### src/rtl/ita_pkg.sv
`default_nettype none
// ----------------------------------------------------------------------------
// Integer to ASCII formatter package
// Shared codes, request descriptor type and character helpers.
// ----------------------------------------------------------------------------
package ita_pkg;

    localparam int CMD_W   = 3;
    localparam int VALUE_W = 32;
    localparam int CHAR_W  = 8;
    localparam int IDX_W   = 4;
    localparam int DIGIT_W = 4;

    localparam int QUEUE_DEPTH_DEF = 2;

    localparam logic [CMD_W-1:0] CMD_S16 = 3'd0;
    localparam logic [CMD_W-1:0] CMD_U16 = 3'd1;
    localparam logic [CMD_W-1:0] CMD_S32 = 3'd2;
    localparam logic [CMD_W-1:0] CMD_U32 = 3'd3;
    localparam logic [CMD_W-1:0] CMD_HEX = 3'd4;
    localparam logic [CMD_W-1:0] CMD_CHR = 3'd5;

    // Power table index of the first power for each width, and of 10^0
    localparam logic [IDX_W-1:0] IDX_FIRST_32 = 4'd0;
    localparam logic [IDX_W-1:0] IDX_FIRST_16 = 4'd5;
    localparam logic [IDX_W-1:0] IDX_LAST     = 4'd9;

    localparam logic [CHAR_W-1:0] CHAR_MINUS = 8'h2D;
    localparam logic [CHAR_W-1:0] CHAR_ZERO  = 8'h30;
    localparam logic [CHAR_W-1:0] CHAR_HEX_A = 8'h37;  // 'A' - 10

    typedef enum logic [1:0] {
        KIND_DEC = 2'd0,
        KIND_HEX = 2'd1,
        KIND_CHR = 2'd2
    } kind_t;

    typedef struct packed {
        kind_t              kind;
        logic               neg;
        logic [VALUE_W-1:0] mag;
        logic [IDX_W-1:0]   first;
    } desc_t;

    function automatic logic [VALUE_W-1:0] pow10(input logic [IDX_W-1:0] idx);
        logic [VALUE_W-1:0] p;
        case (idx)
            4'd0:    p = 32'd1000000000;
            4'd1:    p = 32'd100000000;
            4'd2:    p = 32'd10000000;
            4'd3:    p = 32'd1000000;
            4'd4:    p = 32'd100000;
            4'd5:    p = 32'd10000;
            4'd6:    p = 32'd1000;
            4'd7:    p = 32'd100;
            4'd8:    p = 32'd10;
            default: p = 32'd1;
        endcase
        return p;
    endfunction

    function automatic logic [CHAR_W-1:0] hex_char(input logic [3:0] nib);
        logic [CHAR_W-1:0] c;
        if (nib < 4'd10)
        begin
            c = CHAR_ZERO + {4'b0, nib};
        end
        else
        begin
            c = CHAR_HEX_A + {4'b0, nib};
        end
        return c;
    endfunction

endpackage
`default_nettype wire

### src/rtl/ita_front.sv
`default_nettype none
// ----------------------------------------------------------------------------
// Integer to ASCII formatter front end
// Classifies each request by format, takes the magnitude of negative values
// and picks the starting power of ten.
// ----------------------------------------------------------------------------
module ita_front (
    input  wire logic [ita_pkg::CMD_W-1:0]   cmd,
    input  wire logic [ita_pkg::VALUE_W-1:0] value,
    input  wire logic                        push,
    output logic                             full,
    output logic                             q_wr,
    output ita_pkg::desc_t                   q_data,
    input  wire logic                        q_full
);
    import ita_pkg::*;

    logic [15:0] low16;
    logic [15:0] neg16;
    logic        known;

    assign low16 = value[15:0];
    assign neg16 = (~low16) + 16'd1;
    assign full  = q_full;

    always_comb
    begin
        known        = 1'b1;
        q_data.kind  = KIND_DEC;
        q_data.neg   = 1'b0;
        q_data.mag   = {16'b0, low16};
        q_data.first = IDX_FIRST_16;
        case (cmd)
            CMD_S16:
            begin
                q_data.neg = low16[15];
                if (low16[15])
                begin
                    q_data.mag = {16'b0, neg16};
                end
            end
            CMD_U16:
            begin
                q_data.mag = {16'b0, low16};
            end
            CMD_S32:
            begin
                q_data.neg   = value[31];
                q_data.mag   = value[31] ? ((~value) + 32'd1) : value;
                q_data.first = IDX_FIRST_32;
            end
            CMD_U32:
            begin
                q_data.mag   = value;
                q_data.first = IDX_FIRST_32;
            end
            CMD_HEX:
            begin
                q_data.kind = KIND_HEX;
            end
            CMD_CHR:
            begin
                q_data.kind = KIND_CHR;
                q_data.mag  = {24'b0, value[7:0]};
            end
            default:
            begin
                known = 1'b0;
            end
        endcase
    end

    // Drop requests with an unused selector: accept them, queue nothing
    assign q_wr = push && !q_full && known;

endmodule
`default_nettype wire

### src/rtl/ita_queue.sv
`default_nettype none
// ----------------------------------------------------------------------------
// Integer to ASCII formatter request queue
// Short first-in first-out buffer between front end and sequencer.
// ----------------------------------------------------------------------------
module ita_queue #(
    parameter int DEPTH = ita_pkg::QUEUE_DEPTH_DEF
) (
    input  wire logic           clk,
    input  wire logic           rst_n,
    input  wire logic           wr_en,
    input  ita_pkg::desc_t      wr_data,
    output logic                full,
    input  wire logic           rd_en,
    output ita_pkg::desc_t      rd_data,
    output logic                empty
);
    import ita_pkg::*;

    localparam int PTR_W = (DEPTH > 1) ? $clog2(DEPTH) : 1;
    localparam int CNT_W = $clog2(DEPTH + 1);

    desc_t            entry_reg [DEPTH];
    logic [PTR_W-1:0] wr_ptr_reg;
    logic [PTR_W-1:0] rd_ptr_reg;
    logic [CNT_W-1:0] count_reg;
    logic             do_wr;
    logic             do_rd;

    assign full    = (count_reg == CNT_W'(DEPTH));
    assign empty   = (count_reg == '0);
    assign do_wr   = wr_en && !full;
    assign do_rd   = rd_en && !empty;
    assign rd_data = entry_reg[rd_ptr_reg];

    function automatic logic [PTR_W-1:0] ptr_inc(input logic [PTR_W-1:0] p);
        return (p == PTR_W'(DEPTH - 1)) ? '0 : p + PTR_W'(1);
    endfunction

    always_ff @(posedge clk or negedge rst_n)
    begin
        if (!rst_n)
        begin
            wr_ptr_reg <= '0;
            rd_ptr_reg <= '0;
            count_reg  <= '0;
        end
        else
        begin
            if (do_wr)
            begin
                wr_ptr_reg <= ptr_inc(wr_ptr_reg);
            end
            if (do_rd)
            begin
                rd_ptr_reg <= ptr_inc(rd_ptr_reg);
            end
            if (do_wr && !do_rd)
            begin
                count_reg <= count_reg + CNT_W'(1);
            end
            else if (do_rd && !do_wr)
            begin
                count_reg <= count_reg - CNT_W'(1);
            end
        end
    end

    always_ff @(posedge clk)
    begin
        if (do_wr)
        begin
            entry_reg[wr_ptr_reg] <= wr_data;
        end
    end

endmodule
`default_nettype wire

### src/rtl/ita_back.sv
`default_nettype none
// ----------------------------------------------------------------------------
// Integer to ASCII formatter sequencer
// Emits the characters of one request at a time, finding decimal digits by
// repeated subtraction of powers of ten, into a one-entry output register.
// ----------------------------------------------------------------------------
module ita_back (
    input  wire logic                       clk,
    input  wire logic                       rst_n,
    input  ita_pkg::desc_t                  q_data,
    input  wire logic                       q_empty,
    output logic                            q_rd,
    output logic [ita_pkg::CHAR_W-1:0]      ascii_char,
    output logic                            last,
    output logic                            empty,
    input  wire logic                       pop
);
    import ita_pkg::*;

    typedef enum logic [5:0] {
        ST_IDLE  = 6'b000001,
        ST_SIGN  = 6'b000010,
        ST_SKIP  = 6'b000100,
        ST_DIGIT = 6'b001000,
        ST_HEX   = 6'b010000,
        ST_CHAR  = 6'b100000
    } state_t;

    state_t             state_reg,  state_next;
    logic [VALUE_W-1:0] mag_reg,    mag_next;
    logic [IDX_W-1:0]   idx_reg,    idx_next;
    logic [DIGIT_W-1:0] digit_reg,  digit_next;
    logic [1:0]         hcnt_reg,   hcnt_next;
    logic               ovalid_reg, ovalid_next;
    logic [CHAR_W-1:0]  char_reg,   char_next;
    logic               last_reg,   last_next;

    logic               out_free;
    logic               emit;
    logic [CHAR_W-1:0]  emit_char;
    logic               emit_last;
    logic [VALUE_W-1:0] pow;

    assign out_free   = !ovalid_reg || pop;
    assign pow        = pow10(idx_reg);
    assign ascii_char = char_reg;
    assign last       = last_reg;
    assign empty      = !ovalid_reg;

    always_comb
    begin
        state_next = state_reg;
        mag_next   = mag_reg;
        idx_next   = idx_reg;
        digit_next = digit_reg;
        hcnt_next  = hcnt_reg;
        q_rd       = 1'b0;
        emit       = 1'b0;
        emit_char  = CHAR_ZERO;
        emit_last  = 1'b0;
        case (state_reg)
            ST_IDLE:
            begin
                if (!q_empty)
                begin
                    q_rd       = 1'b1;
                    mag_next   = q_data.mag;
                    idx_next   = q_data.first;
                    digit_next = '0;
                    hcnt_next  = '0;
                    case (q_data.kind)
                        KIND_HEX: state_next = ST_HEX;
                        KIND_CHR: state_next = ST_CHAR;
                        default:  state_next = q_data.neg ? ST_SIGN : ST_SKIP;
                    endcase
                end
            end
            ST_SIGN:
            begin
                if (out_free)
                begin
                    emit       = 1'b1;
                    emit_char  = CHAR_MINUS;
                    state_next = ST_SKIP;
                end
            end
            ST_SKIP:
            begin
                if (mag_reg == '0)
                begin
                    if (out_free)
                    begin
                        emit       = 1'b1;
                        emit_char  = CHAR_ZERO;
                        emit_last  = 1'b1;
                        state_next = ST_IDLE;
                    end
                end
                else if (idx_reg != IDX_LAST && mag_reg < pow)
                begin
                    // advance past leading zeros
                    idx_next = idx_reg + IDX_W'(1);
                end
                else
                begin
                    state_next = ST_DIGIT;
                end
            end
            ST_DIGIT:
            begin
                if (mag_reg >= pow)
                begin
                    mag_next   = mag_reg - pow;
                    digit_next = digit_reg + DIGIT_W'(1);
                end
                else if (out_free)
                begin
                    emit       = 1'b1;
                    emit_char  = CHAR_ZERO + {4'b0, digit_reg};
                    emit_last  = (idx_reg == IDX_LAST);
                    digit_next = '0;
                    if (idx_reg == IDX_LAST)
                    begin
                        state_next = ST_IDLE;
                    end
                    else
                    begin
                        idx_next = idx_reg + IDX_W'(1);
                    end
                end
            end
            ST_HEX:
            begin
                if (out_free)
                begin
                    emit      = 1'b1;
                    emit_char = hex_char(mag_reg[15:12]);
                    emit_last = (hcnt_reg == 2'd3);
                    mag_next  = {mag_reg[VALUE_W-5:0], 4'b0};
                    hcnt_next = hcnt_reg + 2'd1;
                    if (hcnt_reg == 2'd3)
                    begin
                        state_next = ST_IDLE;
                    end
                end
            end
            ST_CHAR:
            begin
                if (out_free)
                begin
                    emit       = 1'b1;
                    emit_char  = mag_reg[CHAR_W-1:0];
                    emit_last  = 1'b1;
                    state_next = ST_IDLE;
                end
            end
            default:
            begin
                state_next = ST_IDLE;
            end
        endcase
    end

    always_comb
    begin
        ovalid_next = ovalid_reg;
        char_next   = char_reg;
        last_next   = last_reg;
        if (emit)
        begin
            ovalid_next = 1'b1;
            char_next   = emit_char;
            last_next   = emit_last;
        end
        else if (pop)
        begin
            ovalid_next = 1'b0;
        end
    end

    always_ff @(posedge clk or negedge rst_n)
    begin
        if (!rst_n)
        begin
            state_reg  <= ST_IDLE;
            ovalid_reg <= 1'b0;
        end
        else
        begin
            state_reg  <= state_next;
            ovalid_reg <= ovalid_next;
        end
    end

    always_ff @(posedge clk)
    begin
        mag_reg   <= mag_next;
        idx_reg   <= idx_next;
        digit_reg <= digit_next;
        hcnt_reg  <= hcnt_next;
        char_reg  <= char_next;
        last_reg  <= last_next;
    end

endmodule
`default_nettype wire

### src/rtl/integer_to_ascii_formatter_core.sv
`default_nettype none
// A request's first character is registered in the output register after the
// request leaves the queue through an idle sequencer, for hex, char, a sign or
// zero; a leading decimal digit also waits for each skipped power and each
// subtraction of its value, and every character waits for a free output register.
// Hex gives four characters, char and zero one; a new request starts only in idle.
// Reset clears the request queue, the sequencer and the output register.
// ----------------------------------------------------------------------------
// Integer to ASCII formatter
// Front end classifies requests into a short queue; a sequencer turns each
// into ASCII characters, one result per character, with a last marker.
// ----------------------------------------------------------------------------
module integer_to_ascii_formatter_core #(
    parameter int QUEUE_DEPTH = ita_pkg::QUEUE_DEPTH_DEF
) (
    input  wire logic                        clk,
    input  wire logic                        rst_n,
    input  wire logic [ita_pkg::CMD_W-1:0]   cmd,
    input  wire logic [ita_pkg::VALUE_W-1:0] value,
    input  wire logic                        push,
    output logic                             full,
    output logic [ita_pkg::CHAR_W-1:0]       ascii_char,
    output logic                             last,
    output logic                             empty,
    input  wire logic                        pop
);
    import ita_pkg::*;

    desc_t wr_desc;
    desc_t rd_desc;
    logic  q_wr;
    logic  q_full;
    logic  q_rd;
    logic  q_empty;

    ita_front u_front (
        .cmd    (cmd),
        .value  (value),
        .push   (push),
        .full   (full),
        .q_wr   (q_wr),
        .q_data (wr_desc),
        .q_full (q_full)
    );

    ita_queue #(
        .DEPTH (QUEUE_DEPTH)
    ) u_queue (
        .clk     (clk),
        .rst_n   (rst_n),
        .wr_en   (q_wr),
        .wr_data (wr_desc),
        .full    (q_full),
        .rd_en   (q_rd),
        .rd_data (rd_desc),
        .empty   (q_empty)
    );

    ita_back u_back (
        .clk        (clk),
        .rst_n      (rst_n),
        .q_data     (rd_desc),
        .q_empty    (q_empty),
        .q_rd       (q_rd),
        .ascii_char (ascii_char),
        .last       (last),
        .empty      (empty),
        .pop        (pop)
    );

endmodule
`default_nettype wire
### config.mk
export PLATFORM = sky130hd
export DESIGN_NAME = integer_to_ascii_formatter_core
export DESIGN_NICKNAME = d
export VERILOG_FILES = /design/src/rtl/ita_pkg.sv /design/src/rtl/ita_front.sv /design/src/rtl/ita_queue.sv /design/src/rtl/ita_back.sv /design/src/rtl/integer_to_ascii_formatter_core.sv
export SDC_FILE = /design/constraint.sdc
export NUM_CORES = 1
export LEC_CHECK = 0
export BUFFER_PORTS_ARGS = -buffer_cell sky130_fd_sc_hd__buf_2
export CAP_MARGIN = 20
export CORE_MARGIN = 2
export CORE_UTILIZATION = 65
export DETAILED_ROUTE_END_ITERATION = 10
export PLACE_DENSITY = 0.91
export RECOVER_POWER = 100
export SETUP_SLACK_MARGIN = 0.05
export SLEW_MARGIN = 0
export SYNTH_ARGS = -nofsm -noshare
export SYNTH_HDL_FRONTEND = slang
export SYNTH_SLANG_ARGS = --single-unit
export TNS_END_PERCENT = 20
### constraint.sdc
create_clock -name clk -period 9.4 [get_ports clk]
set_input_delay 1.41 -clock clk [delete_from_list [all_inputs] [get_ports clk]]
set_output_delay 1.41 -clock clk [all_outputs]
set_load 0.005 [all_outputs]
Yosys cells after proc, flatten, opt, wreduce, memory -nomap -nowiden --
Memory sizes are Yosys's and may differ from the RTL's. A register that Yosys moved wholly into a read port is not among the register bits. Cells that the tools add are included.
Word-level totals: memories 2, bits in latches 0, input port bits 39, bits in writable memories 76, register bits after elaboration 62, output and inout port bits 11, word-level logic and storage cells 155, bits in read-only memories 480
Operators by class: multipliers 0, $add $sub $neg 13, div/mod/pow operators 0, reductions and logical operators 30, equal/unequal tests 30, $lt $le $gt $ge 3, mux-type cells 64, bitwise gates (word level) 2, shift operators 0
Memory list:
- (name not given) | words 16, bits a word 30, rd ports 1, clocked after Yosys merged registers in 1, write ports 0, RTL line ita_pkg.sv:47 | case (idx)
- u_queue.entry_reg | words 2, bits a word 38, rd ports 1, clocked after Yosys merged registers in 0, write ports 1, RTL line ita_queue.sv:23 | desc_t entry_reg [DEPTH];
Operators by type and width (count):
- $mux 32 | 4
- $pmux 32 s4 | 1
- $pmux 32 s3 | 1
- $mux 6 | 10
- $mux 4 | 10
- $mux 8 | 5
- $pmux 6 s6 | 1
- $add 32x1->32 const B | 1
- $ge 32x32->1 | 1
- $logic_not 32->1 | 1
- $lt 32x32->1 | 1
- $not 32->32 | 1
- $pmux 8 s4 | 1
- $sub 32x32->32 | 1
- $add 6x4->7 const A | 3
- $add 16x1->16 const B | 1
- $mux 16 | 1
- $not 16->16 | 1
- $mux 1 | 15
- $ne 2x1->1 const B | 7
- $pmux 4 s3 | 1
- $pmux 6 s2 | 1
- $add 4x1->4 const B | 2
- $mux 2 | 4
- other kinds (41) | 67

Longest topological paths before layout --
depth in word-level cells 9, depth in mapped cells 18, gate-level depth less buffers 18

Cells and area by module --
Synthesis repeated with hierarchy kept, for this count alone.
Second synthesis, totals: cells, all modules 1001, area, all modules 10154.7 um^2
Modules (own cells, without submodules):
- ita_back | cells an instance 656, seq. area each 2168.3 um^2, area an instance 5898.2 um^2, times used 1
- ita_queue | cells an instance 140, seq. area each 2442.3 um^2, area an instance 3007.9 um^2, times used 1
- ita_front | cells an instance 205, seq. area each 0.0 um^2, area an instance 1248.7 um^2, times used 1

Worst setup path before layout --
OpenSTA, ideal clock, no wires.
path type input-to-reg, start point in pop, end point reg, netlist name u_back.pow[8], path buffers 0, path slack 5.712 ns, stages 12, data required time 9.270 ns, arrival time 3.559 ns, cells stage by stage nand2b_1 -> a31oi_1 -> or3_4 -> a21o_4 -> clkinv_4 -> mux2i_1 -> inv_1 -> ha_1 -> mux2i_1 -> nor2_1 -> o31ai_1 -> a21boi_0
Between the ends: word-level cells in the longest chain between the ends 4
Ends and longest elaborated chain:
- start, declared | RTL line integer_to_ascii_formatter_core.sv:25 | input wire logic pop
- $logic_or 1x1->1 | RTL line ita_back.sv:44 | assign out_free = !ovalid_reg || pop;
- $ne 2x1->1 (no line)
- $reduce_and 7->1 (no line)
- $mux 4 (no line)
No other way between the ends. A chain may end at the register's enable or synchronous reset.

Worst setup path in the final report --
start point reg u_back.state_reg[2], end point reg, netlist name u_back.pow[8]
Between the ends: word-level cells in the longest chain between the ends 4, elaborated cells between the ends (all ways) 13
Ends and longest elaborated chain:
- start, declared | RTL line ita_back.sv:29 | state_t state_reg, state_next;
- start signal, assigned | RTL line ita_back.sv:190 | state_reg <= state_next;
- $eq 6x4->1, or another cell as far along | RTL line ita_back.sv:61 | case (state_reg)
- $ne 2x1->1 (no line), or another cell as far along
- $reduce_and 7->1 (no line)
- $mux 4 (no line) *
Mark *: on every way between the ends. The rest lies on a longest branch, timed or not.

==> results.json <==
{
  "leakage_nw": 3.983,
  "synth_cell_types": 80,
  "power.internal_mw": 2.283,
  "seq_area_frac_synth_pct": 46.31,
  "crit_path_max_incr_delay_ps": 1690,
  "p_seq_share_pct": 31.1,
  "gp_congestion": 0.9981,
  "wirelength_mm": 24.54,
  "synthSimpleGateAreaFrac_pct": 15.71,
  "hold_buffers": 0,
  "antenna_found_initial": 0,
  "drc_errors": 0,
  "root_buffer": "clkbuf_16",
  "clkLatencyLatePin_ps": 440,
  "cts_tree": "built",
  "cp-endpoint": "u_back.pow[8]",
  "grt_max_degree": 39,
  "worstMarginPinSlew_ps": 2860,
  "synth_top_family_by_area": "compound AO/OA/AOI/OAI gates",
  "cpMostUsedCell": "mux2i_1",
  "drv_slew": 195,
  "worstPathArrival_ps": 6600,
  "finalSetupViolations": 0,
  "core_um2": 14480,
  "cp-end-kind": "flip-flop",
  "die_y_um": 125.3,
  "dp_hpwl_mm": 17.61,
  "drive_gt1_share_pct": 8.730,
  "syn-cell-area_um2": 9568,
  "layout_setup_ws_ps": 3101,
  "initial_core_util_pct": 66.08,
  "synth.avg_cell_area_um2": 9.946,
  "clockPowerShare_pct": 15.4,
  "slowest_stage": "nor3b_1",
  "syn_inst": 962,
  "pwr-share-comb_pct": 53.5,
  "syn_nets": 1049,
  "hold_class": "flip-flop to flip-flop",
  "synth.area.mux_share_pct": 5.087,
  "finalPower_mw": 4.225,
  "power_per_cell_area_nw_per_um2": 405.6,
  "path_cells": "or4_1 -> nor3b_1 -> a31oi_1 -> or3_1 -> a21o_1 -> clkinvlp_2 -> mux2i_1 -> inv_1 -> ha_1 -> mux2i_1 -> nor2_1 -> o31ai_1 -> a21boi_0",
  "start_kind": "flip-flop",
  "ys_ff_latch": 157,
  "hold_viol_final": 0,
  "nets": 1082,
  "startpoint": "u_back.state_reg[2]",
  "drtIter0Drc": 1134,
  "synth-warning-count": 0,
  "portBuffers": 49,
  "ctsResizeCount": 0,
  "synth_edf_count": 123,
  "antenna_left": 0,
  "max_slew_margin_pct": -91.38,
  "clock.fmax_mhz": 158.8,
  "firstDrtPassIters": 5,
  "async_flop_share_pct": 7.006,
  "htree_levels": 4,
  "clk_path_buf_depth": 2,
  "synthFlopType": "edfxtp_1",
  "vdd_ir_drop_max_mv": 0.1992,
  "violations": "max-capacitance violations, max-slew violations",
  "worst-setup-path-type": "flip-flop to flip-flop",
  "grt_use_total_pct": 31.51,
  "finClkSkew_ps": 7.966,
  "die_area_um2": 15710,
  "ios": 50,
  "status": "finished, violations left",
  "pre_cts_ws_ps": 4927,
  "rrSetupSlack_ps": 3100,
  "first_global_vias": 7484,
  "overflow": 0,
  "num_rows": 44,
  "grt_pass1_wl_mm": 38.75,
  "r2r-start": "u_back.state_reg[2]",
  "maxCapViolations": 6,
  "synth_compound_area_share_pct": 17.07,
  "vias": 7932,
  "largest_reg_flops": 72,
  "post-place-cells": 1160,
  "diodes": 0,
  "clkTransAtPathRegs_ps": 60,
  "fp.dieW_um": 125.3,
  "viasPerCell": 6.654,
  "finalCriticalPeriod_ps": 6299,
  "area_growth_pct": 8.866,
  "postCtsSetupBuffers": 0,
  "min_period_over_period_pct": 67.01,
  "numCtsBuffers": 17,
  "p_sw_share_pct": 45.97,
  "tns_ps": 0,
  "wire_per_inst_um": 20.58,
  "final_cells": 1192,
  "ff2ff_path_depth": 13,
  "synthAdderAreaFrac_pct": 6.355,
  "cts_sinks": 157,
  "timing.rr.end": "u_back.pow[8]",
  "synth-xor-area-share_pct": 5.309,
  "rsz0062_at_grt": "false",
  "cp.required_ps": 9700,
  "cp_max_fo": 16,
  "p_switching_mw": 1.942,
  "final_core_util_pct": 71.94
}
==> metal layers <==
metal	GRT usage, %	vias up	share of wire [%]
li1	-	3639	-
met1	41.91	3716	38
met2	49.74	491	46
met3	6.504	86	10
met4	15.29	0	4.7
met5	0	-	0
==> power by group through the flow <==
stage	Combinational, mW	Clock [mW]	Sequential [mW]
final	2.26	0.650	1.31
after CTS	2.23	0.652	1.29
after detailed placement	2.20	0	1.30
after floorplan	1.72	0	1.21
after global placement	2.14	0	1.29
after global routing	2.46	0.683	1.33
==> per-stage QoR <==
stage               hold WS [ps]  instance area (um^2)
finish                     502.8                 10420
global placement           487.9                  9937
global route               517.1                 10420
floorplan                  460.3                  9568
CTS                        537.4                 10490
detailed placement         528.3                  9937
==> Yosys cell counts, types with 4 or more instances <==
library cell,n,share of area [%]
inv_1,59,2.3
a211oi_1,7,0.55
clkbuf_1,36,1.4
o21ai_0,40,2.1
o21bai_1,8,0.63
o21a_1,7,0.55
nor3_1,25,1.3
and2_1,9,0.59
nand2_1,80,3.1
nand4b_1,4,0.37
edfxtp_1,123,39
o22ai_1,9,0.59
or2_2,7,0.46
nand2b_1,11,0.72
ha_1,47,6.1
nand3_1,16,0.84
mux2i_1,45,4.7
a31oi_1,13,0.85
nor2b_1,8,0.52
o31ai_1,9,0.71
xnor2_1,41,3.8
o211ai_1,6,0.47
a21oi_1,67,3.5
a21o_1,13,1.0
a21boi_0,4,0.31
nand3b_1,5,0.39
dfrtp_1,10,2.6
dfxtp_1,23,4.8
o221ai_1,22,2.0
a221oi_1,7,0.64
nor4_1,12,0.78
nand4_1,11,0.72
and3_1,6,0.39
nor2_1,89,3.5
xor2_1,17,1.6
==> placed cells by master (no fill, tap or decap), types with 8 or more instances in the layout <==
| master | n |
|---|---|
| inv_1 | 59 |
| nor2_1 | 89 |
| buf_2 | 40 |
| nand4_1 | 11 |
| clkbuf_1 | 14 |
| o21ai_0 | 43 |
| nor4_1 | 12 |
| nor2b_1 | 8 |
| nand2_1 | 80 |
| nor3_1 | 25 |
| clkbuf_16 | 17 |
| a21o_1 | 14 |
| dfxtp_1 | 23 |
| a21oi_1 | 68 |
| nand2b_1 | 11 |
| ha_1 | 47 |
| edfxtp_1 | 123 |
| o31ai_1 | 9 |
| o21bai_1 | 8 |
| dfrtp_1 | 9 |
| nand3_1 | 16 |
| mux2i_1 | 45 |
| o22ai_1 | 9 |
| xor2_1 | 17 |
| o221ai_1 | 22 |
| a31oi_1 | 13 |
| xnor2_1 | 41 |
==> how the worst min path moves through the flow <==
| stage | start | endpoint | slack [ps] | depth (start not counted) |
|---|---|---|---|---|
| 2_1_floorplan | u_queue.wr_ptr_reg | u_queue.wr_ptr_reg | 460 | 1 |
| 3_3_place_gp | u_queue.count_reg[1] | u_queue.count_reg[1] | 490 | 1 |
| 3_5_place_dp | u_queue.count_reg[1] | u_queue.count_reg[1] | 530 | 1 |
| 4_1_cts | u_queue.count_reg[1] | u_queue.count_reg[1] | 540 | 1 |
| 5_1_grt | u_queue.wr_ptr_reg | u_queue.wr_ptr_reg | 520 | 1 |
| 6_report | u_queue.wr_ptr_reg | u_queue.wr_ptr_reg | 500 | 1 |
==> critical path, delay by kind of cell (launching register included) <==
family,cells,cell delay [ps]
buffers and inverters,2,580
adders and majority gates,1,300
and+or+nand+nor,4,2990
muxes,2,690
AOI/OAI and AO/OA,4,1160
DFF,1,440
==> cell type report <==
class,instances,area (um^2)
multi-input cells,703,4711
flip-flops and latches,157,4432
well taps,184,230.2
clock inverters,15,127.6
repair buffers,55,260.3
inverters,61,230.2
fillers,1040,4063
clock buffers,17,425.4
==> cells by family after synthesis <==
| group | Yosys count |
|---|---|
| simple gates | 303 |
| compound gates | 246 |
| flops | 157 |
| buf+inv | 102 |
| xor+xnor | 58 |
| mux | 48 |
| fa+ha+maj | 48 |
No activity file was read; power rests on OpenSTA's default activity.
